**config.mk**
```make
export PLATFORM = sky130hd
export DESIGN_NAME = monthly_min_max_mean_stats
export DESIGN_NICKNAME = d
export VERILOG_FILES = /design/src/rtl/core/mmms_pkg.sv /design/src/rtl/core/mmms_div.sv /design/src/rtl/core/monthly_min_max_mean_stats.sv
export SDC_FILE = /design/constraint.sdc
export NUM_CORES = 1
export LEC_CHECK = 0
export BUFFER_PORTS_ARGS = -buffer_cell sky130_fd_sc_hd__buf_2
export CORE_ASPECT_RATIO = 2
export CORE_MARGIN = 2
export CORE_UTILIZATION = 65
export CTS_BUF_LIST = sky130_fd_sc_hd__clkbuf_8 sky130_fd_sc_hd__clkbuf_16
export DETAILED_ROUTE_END_ITERATION = 6
export HOLD_SLACK_MARGIN = 0.06
export PLACE_DENSITY = 0.82
export SYNTH_ARGS = -nofsm -noshare
export SYNTH_HDL_FRONTEND = slang
export SYNTH_HIERARCHICAL = 1
export SYNTH_SLANG_ARGS = --single-unit
```
**constraint.sdc**
```tcl
create_clock -name clock -period 16.3 [get_ports clock]
set_clock_uncertainty 0.2 [all_clocks]
set_input_delay 0 -clock clock [delete_from_list [all_inputs] [get_ports clock]]
set_output_delay 0 -clock clock [all_outputs]
set_load 0.02 [all_outputs]
```
**src/rtl/core/mmms_pkg.sv**
```systemverilog
// shared widths, bin record type and sequencer states for the monthly stats block
`default_nettype none

package mmms_pkg;

   localparam int COUNT_WIDTH = 16;
   localparam int TEMP_WIDTH  = 8;
   localparam int SUM_WIDTH   = COUNT_WIDTH + TEMP_WIDTH;
   localparam int NUM_BINS    = 13;
   localparam int BIN_WIDTH   = 4;
   localparam int MONTH_WIDTH = 4;

   localparam logic signed [TEMP_WIDTH-1:0] EMPTY_LOW  = TEMP_WIDTH'(99);
   localparam logic signed [TEMP_WIDTH-1:0] EMPTY_HIGH = TEMP_WIDTH'(-99);

   localparam logic KIND_SAMPLE = 1'b0;
   localparam logic KIND_REPORT = 1'b1;

   typedef struct packed {
      logic signed [SUM_WIDTH-1:0]  sum;
      logic [COUNT_WIDTH-1:0]       count;
      logic signed [TEMP_WIDTH-1:0] low;
      logic signed [TEMP_WIDTH-1:0] high;
      logic                         overflow;
   } bin_entry_type;

   localparam bin_entry_type EMPTY_ENTRY = '{
      sum:      '0,
      count:    '0,
      low:      EMPTY_LOW,
      high:     EMPTY_HIGH,
      overflow: 1'b0
   };

   typedef enum logic [2:0] {
      ST_IDLE,
      ST_READ,
      ST_UPDATE,
      ST_DIV_GO,
      ST_DIV_WAIT,
      ST_EMIT
   } state_type;

endpackage

`default_nettype wire

```
**src/rtl/core/mmms_div.sv**
```systemverilog
// restoring divider, one quotient bit per cycle, unsigned sum magnitude by count
`default_nettype none

module mmms_div (
   input  wire logic                            clock,
   input  wire logic                            reset,
   input  wire logic                            start,
   input  wire logic [mmms_pkg::SUM_WIDTH-1:0]   dividend,
   input  wire logic [mmms_pkg::COUNT_WIDTH-1:0] divisor,
   output logic [mmms_pkg::SUM_WIDTH-1:0]        quotient,
   output logic                                  done
);
   import mmms_pkg::*;

   localparam int CNT_W = $clog2(SUM_WIDTH + 1);

   logic [SUM_WIDTH-1:0]   quo_ff, quo_in;
   logic [COUNT_WIDTH-1:0] rem_ff, rem_in;
   logic [COUNT_WIDTH-1:0] divisor_ff, divisor_in;
   logic [CNT_W-1:0]       cnt_ff, cnt_in;
   logic                   running_ff, running_in;
   logic                   done_ff, done_in;
   logic [COUNT_WIDTH:0]   rem_shift;
   logic [COUNT_WIDTH:0]   trial;

   always_comb begin
      quo_in     = quo_ff;
      rem_in     = rem_ff;
      divisor_in = divisor_ff;
      cnt_in     = cnt_ff;
      running_in = running_ff;
      done_in    = 1'b0;
      rem_shift  = {rem_ff, quo_ff[SUM_WIDTH-1]};
      trial      = rem_shift - {1'b0, divisor_ff};
      if (start) begin
         quo_in     = dividend;
         rem_in     = '0;
         divisor_in = divisor;
         cnt_in     = CNT_W'(SUM_WIDTH);
         running_in = 1'b1;
      end else if (running_ff) begin
         if (!trial[COUNT_WIDTH]) begin
            rem_in = trial[COUNT_WIDTH-1:0];
            quo_in = {quo_ff[SUM_WIDTH-2:0], 1'b1};
         end else begin
            rem_in = rem_shift[COUNT_WIDTH-1:0];
            quo_in = {quo_ff[SUM_WIDTH-2:0], 1'b0};
         end
         cnt_in = cnt_ff - CNT_W'(1);
         if (cnt_ff == CNT_W'(1)) begin
            running_in = 1'b0;
            done_in    = 1'b1;
         end
      end
   end

   always_ff @(posedge clock) begin
      if (reset) begin
         running_ff <= 1'b0;
         done_ff    <= 1'b0;
         cnt_ff     <= '0;
      end else begin
         running_ff <= running_in;
         done_ff    <= done_in;
         cnt_ff     <= cnt_in;
      end
   end

   always_ff @(posedge clock) begin
      quo_ff     <= quo_in;
      rem_ff     <= rem_in;
      divisor_ff <= divisor_in;
   end

   assign quotient = quo_ff;
   assign done     = done_ff;

endmodule

`default_nettype wire

```
**src/rtl/core/monthly_min_max_mean_stats.sv**
```systemverilog
// top level: 13-bin temperature min/max/mean accumulator with report walk
//
//   channel   handshake          payload
//   req       start / busy       req_kind, req_month_number, req_temperature
//   rsp       rsp_strobe         rsp_bin_index .. rsp_last_bin, one cycle each
//
// a sample updates the year bin only, or the year bin and then its month bin: each
// bin is a read then a write of the single-port bin memory
// a report walks all 13 bins in turn; each bin is a read, a divider start, the 24
// quotient bits and the done from the shared divider, then the result cycle
// reset marks every bin empty at once through per-bin valid flops; a report
// clears them the same way after its last result
// results are presented for exactly one cycle and cannot be held off
`default_nettype none

module monthly_min_max_mean_stats (
   input  wire logic                                   clock,
   input  wire logic                                   reset,
   input  wire logic                                   start,
   output logic                                        busy,
   input  wire logic                                   req_kind,
   input  wire logic [mmms_pkg::MONTH_WIDTH-1:0]        req_month_number,
   input  wire logic signed [mmms_pkg::TEMP_WIDTH-1:0]  req_temperature,
   output logic                                        rsp_strobe,
   output logic [mmms_pkg::BIN_WIDTH-1:0]               rsp_bin_index,
   output logic signed [mmms_pkg::TEMP_WIDTH-1:0]       rsp_mean_temp,
   output logic signed [mmms_pkg::TEMP_WIDTH-1:0]       rsp_lowest_temp,
   output logic signed [mmms_pkg::TEMP_WIDTH-1:0]       rsp_highest_temp,
   output logic [mmms_pkg::COUNT_WIDTH-1:0]             rsp_sample_count,
   output logic                                        rsp_saturated,
   output logic                                        rsp_last_bin
);
   import mmms_pkg::*;

   state_type state_ff, state_in;

   logic [BIN_WIDTH-1:0]         addr_ff, addr_in;
   logic [NUM_BINS-1:0]          valid_ff, valid_in;
   logic                         kind_ff, kind_in;
   logic [MONTH_WIDTH-1:0]       month_ff, month_in;
   logic signed [TEMP_WIDTH-1:0] temp_ff, temp_in;

   bin_entry_type                mem [NUM_BINS];
   bin_entry_type                rd_ff;
   bin_entry_type                cur;
   bin_entry_type                wr_data;
   logic                         wr_en;

   logic                         div_start;
   logic                         div_done;
   logic [SUM_WIDTH-1:0]         sum_mag;
   logic [SUM_WIDTH-1:0]         quotient;
   logic [SUM_WIDTH-1:0]         mean_full;
   logic signed [SUM_WIDTH-1:0]  temp_ext;
   logic                         month_bin;

   // bins never written since the last clear read as empty
   assign cur      = valid_ff[addr_ff] ? rd_ff : EMPTY_ENTRY;
   assign temp_ext = SUM_WIDTH'(temp_ff);
   assign sum_mag  = cur.sum[SUM_WIDTH-1] ? SUM_WIDTH'(-cur.sum) : SUM_WIDTH'(cur.sum);

   always_comb begin
      wr_data = cur;
      if (cur.count == '1) begin
         wr_data.overflow = 1'b1;
      end else begin
         if (cur.count == '0) begin
            wr_data.low  = temp_ff;
            wr_data.high = temp_ff;
         end else begin
            if (temp_ff < cur.low) begin
               wr_data.low = temp_ff;
            end
            if (temp_ff > cur.high) begin
               wr_data.high = temp_ff;
            end
         end
         wr_data.sum   = cur.sum + temp_ext;
         wr_data.count = cur.count + COUNT_WIDTH'(1);
      end
   end

   always_comb begin
      month_bin  = (month_ff inside {[4'd1:4'd12]});
      state_in   = state_ff;
      addr_in    = addr_ff;
      valid_in   = valid_ff;
      kind_in    = kind_ff;
      month_in   = month_ff;
      temp_in    = temp_ff;
      wr_en      = 1'b0;
      div_start  = 1'b0;
      case (state_ff)
         ST_IDLE: begin
            if (start) begin
               kind_in  = req_kind;
               month_in = req_month_number;
               temp_in  = req_temperature;
               addr_in  = '0;
               state_in = ST_READ;
            end
         end
         ST_READ: begin
            state_in = (kind_ff == KIND_REPORT) ? ST_DIV_GO : ST_UPDATE;
         end
         ST_UPDATE: begin
            wr_en             = 1'b1;
            valid_in[addr_ff] = 1'b1;
            if (addr_ff == '0 && month_bin) begin
               addr_in  = BIN_WIDTH'(month_ff);
               state_in = ST_READ;
            end else begin
               state_in = ST_IDLE;
            end
         end
         ST_DIV_GO: begin
            div_start = 1'b1;
            state_in  = ST_DIV_WAIT;
         end
         ST_DIV_WAIT: begin
            if (div_done) begin
               state_in = ST_EMIT;
            end
         end
         ST_EMIT: begin
            if (addr_ff == BIN_WIDTH'(NUM_BINS - 1)) begin
               valid_in = '0;
               state_in = ST_IDLE;
            end else begin
               addr_in  = addr_ff + BIN_WIDTH'(1);
               state_in = ST_READ;
            end
         end
         default: begin
            state_in = ST_IDLE;
         end
      endcase
   end

   always_ff @(posedge clock) begin
      if (reset) begin
         state_ff <= ST_IDLE;
         valid_ff <= '0;
         addr_ff  <= '0;
      end else begin
         state_ff <= state_in;
         valid_ff <= valid_in;
         addr_ff  <= addr_in;
      end
   end

   always_ff @(posedge clock) begin
      kind_ff  <= kind_in;
      month_ff <= month_in;
      temp_ff  <= temp_in;
   end

   always_ff @(posedge clock) begin
      if (wr_en) begin
         mem[addr_ff] <= wr_data;
      end
      rd_ff <= mem[addr_ff];
   end

   mmms_div u_div (
      .clock    (clock),
      .reset    (reset),
      .start    (div_start),
      .dividend (sum_mag),
      .divisor  (cur.count),
      .quotient (quotient),
      .done     (div_done)
   );

   // quotient sign follows the sum since the count is positive
   assign mean_full = cur.sum[SUM_WIDTH-1] ? (~quotient + SUM_WIDTH'(1)) : quotient;

   assign busy             = (state_ff != ST_IDLE);
   assign rsp_strobe       = (state_ff == ST_EMIT);
   assign rsp_bin_index    = addr_ff;
   assign rsp_mean_temp    = (cur.count == '0) ? '0 : mean_full[TEMP_WIDTH-1:0];
   assign rsp_lowest_temp  = cur.low;
   assign rsp_highest_temp = cur.high;
   assign rsp_sample_count = cur.count;
   assign rsp_saturated    = cur.overflow;
   assign rsp_last_bin     = (addr_ff == BIN_WIDTH'(NUM_BINS - 1));

endmodule

`default_nettype wire
```
==> reports/results.ini <==
[run_status]
outcome=complete, no violations

[power_and_ir_drop]
p_seq_share_pct=50.8
clock_power_share_pct=33.2
max-vdd-ir-drop_uv=91.9
switching_share_pct=26.3
power.density_nw_per_um2=129
internal_power_mw=3.97
power_switching_mw=1.42
total_power_mw=5.39
pwr-share-comb_pct=16.0
p_leak_nw=14.0

[drt]
drc_errors=0
drt_first_pass_iters=6
wl_um=92500
first_iter_violations=2398
vias=21600
avgViaCountPerCell=6.94
wl_per_cell_um=29.7
ant_nets=0

[timing]
fin_crit_sh_pct=41.5
layout_min_cycle_time_ns=6.76
hold_viol_final=0
slew_headroom_pct=11.8
fin_setup_tns_ns=0
setup_viol=0
setup_slack_ns=9.54
worstMarginPinSlew_ns=1.31
slew_viol_final=0
fmax_mhz=148
rsz0062_at_grt=no

[cts]
cts_tree=yes
path_clk_slew_ns=0.07
h-tree-depth=3
clockBufferDepth=3
ctsResizeCount=0
cts_buffers=74
insertion_delay_ns=0.64
cts_root_buf=clkbuf_16
clock-sinks=894

[synth]
syn_inst=2237
syn_area_um2=38000
yosysTopAreaCell=edfxtp_1
ys_warn_count=6
synthDistinctLibCells=87
syn_area_per_cell_um2=17.0
synth_edf_count=794
synth-seq-cells=894
yosys.area.top_type_share_pct=62.7
synthFlopType=edfxtp_1
ys_top_cells_by_area=edfxtp_1 63%, mux4_2 14%, dfxtp_1 5.3%, ha_1 1.6%, nor2_1 1.4%
yosysMostFrequentCell=edfxtp_1
yosysSeqAreaShare_pct=67.9
synth_fp_nets=2305
synthArstFlopShare_pct=0
synthTopCellsByCount=794 x edfxtp_1, 230 x mux4_2, 143 x nor2_1, 100 x dfxtp_1, 95 x nand2_1

[critical_path]
path_cells=inv_2 -> nor3_1 -> o21ai_2 -> nand2_4 -> nand2_1 -> inv_1 -> ha_1 -> nand4_1 -> nor2_1 -> nand4_1 -> nor2_1 -> nand4_1 -> o21ai_2 -> mux2i_1
slowest_delay_ns=0.83
crit_type=flop to flop
arrival_ns=6.86
worst-path-stages=14
cp_top_family=simple AND/OR/NAND/NOR gates
r2r-start=rsp_bin_index[0]$_SDFFE_PP0P_
crit_start=rsp_bin_index[0]$_SDFFE_PP0P_
cp_max_fo=43
cp_common_cell=nand4_1
rr_worst_depth=14
end_kind=flop
rrSetupSlack_ns=9.54
slowest_stage=mux2i_1
worstPathRequired_ns=16.40
reg2reg_to=mem[4][5]$_DFFE_PP_
cp.buffers_inverters=2
cp-start-kind=flop
endpoint=mem[4][5]$_DFFE_PP_

[finish]
num_antenna_cells=0
area_delta_synth_final_pct=9.59
nNetsFinal=2360
drive_gt1_share_pct=22.7
final_cells=3114

[global_routing]
antenna_found_initial=0
grt_usage_pct=31.3
overflow=0
grt_pass1_vias=22400
grt_pass1_wl_um=138000
grt_max_degree=118

[die]
dieArea_um2=60600
die_w_um=175
io_pins=64
fp.dieH_um=346
initial_core_util_pct=65.6
rows=125
fp.coreArea_um2=58000

[placement]
place.gp.congestion=0.993
placed_cells=2945
io_buffers=63
pre_cts_ws_ns=10.02
dp.final_hpwl_um=52900

[hold_path]
worstHoldPathType=flop to flop
hp-start=valid_ff[12]$_SDFFE_PP0P_

[flow_run]
max_cap_viol_count=0

==> metrics by stage <==
step	utilization (%)	area [um^2]	hold slack (ns)
6_report	71.8	41700	0.279
5_1_grt	71.8	41700	0.304
4_1_cts	71.8	41700	0.278
3_5_place_dp	67.1	38900	-0.0217
3_3_place_gp	67.1	38900	-0.0231
2_1_floorplan	-	38000	-0.128
==> worst min-delay path: cells and delay by family, from the launching register on <==
family / cells / cell delay [ns]
flops: 1 / 0.33
simple gates: 2 / 0.12
==> power groups by stage <==
stage | logic [mW] | registers [mW] | clock network [mW]
6_report | 0.861 | 2.74 | 1.79
5_1_grt | 0.925 | 2.75 | 1.88
4_1_cts | 0.851 | 2.74 | 1.81
3_5_place_dp | 0.838 | 2.78 | 0
3_3_place_gp | 0.811 | 2.78 | 0
2_1_floorplan | 0.681 | 2.72 | 0
==> worst min-delay path by stage <==
stage                                   end  slack, ns  cells after the start
2_1_floorplan  u_div/cnt_ff[3]$_SDFFE_PP0P_      -0.13                      1
3_3_place_gp           temp_ff[1]$_DFFE_PP_      -0.02                      1
3_5_place_dp          month_ff[0]$_DFFE_PP_      -0.02                      1
4_1_cts           valid_ff[12]$_SDFFE_PP0P_       0.28                      2
5_1_grt            valid_ff[8]$_SDFFE_PP0P_       0.30                      2
6_report          valid_ff[12]$_SDFFE_PP0P_       0.28                      2
==> cells in the final DEF, fill, tap and decap left out, types with 9 or more instances in the layout <==
cell type	instances
xor2_1	33
o21ai_0	56
o31ai_1	9
ha_1	50
and2_4	12
nor2_1	140
clkinv_2	14
dlygate4sd3_1	31
nand3_1	27
edfxtp_1	794
or3_1	21
a31oi_1	14
clkinvlp_4	9
mux2_2	29
a211oi_1	18
clkbuf_16	76
nand4_1	14
nand2_1	95
nor2b_1	18
xnor2_1	39
nand2b_1	9
buf_4	33
and3_1	22
mux2i_1	32
dfxtp_1	98
a21oi_1	56
nor3_1	32
o211ai_1	10
mux4_2	230
inv_1	81
buf_2	63
a21o_1	12
==> repair_timing <==
item | 4_1_cts | 5_1_grt
hold buffers | 31 | 0
buffers inserted | 0 | 0
endpoints found under the hold margin | 53 | 0
==> layout make-up <==
| class | count | area (um^2) |
|---|---|---|
| clock inverters | 52 | 440 |
| inverters | 68 | 258 |
| well taps | 762 | 953 |
| multi-input cells | 1124 | 11300 |
| repair buffers | 130 | 908 |
| fillers | 3364 | 16300 |
| flip-flops and latches | 894 | 25900 |
| clock buffers | 84 | 2010 |
==> kinds of logic after synthesis <==
family,share of synthesized area [%]
flops,67.9
simple gates,5.74
mux,15.6
compound gates,4.61
buf+inv,2.61
xor+xnor,1.68
fa+ha+maj,1.80
==> sequential cells by signal (all words and copies together), names as in the netlist, 3 cells and up <==
name,flops
rd_ff,57
state_ff,3
rsp_bin_index,4
u_div/rem_ff,16
valid_ff,13
mem,741
u_div/quotient,24
month_ff,4
u_div/cnt_ff,5
temp_ff,8
u_div/divisor_ff,16
==> layer usage <==
metal  up-vias  GRT usage, %  part of all wire (%)
li1       8901             -                     -
met1     10900          39.6                    35
met2      1426          52.0                    50
met3       380          5.30                   9.2
met4         0          16.8                   5.9
met5         -             0                     0
Power figures use the tool's default switching activity.
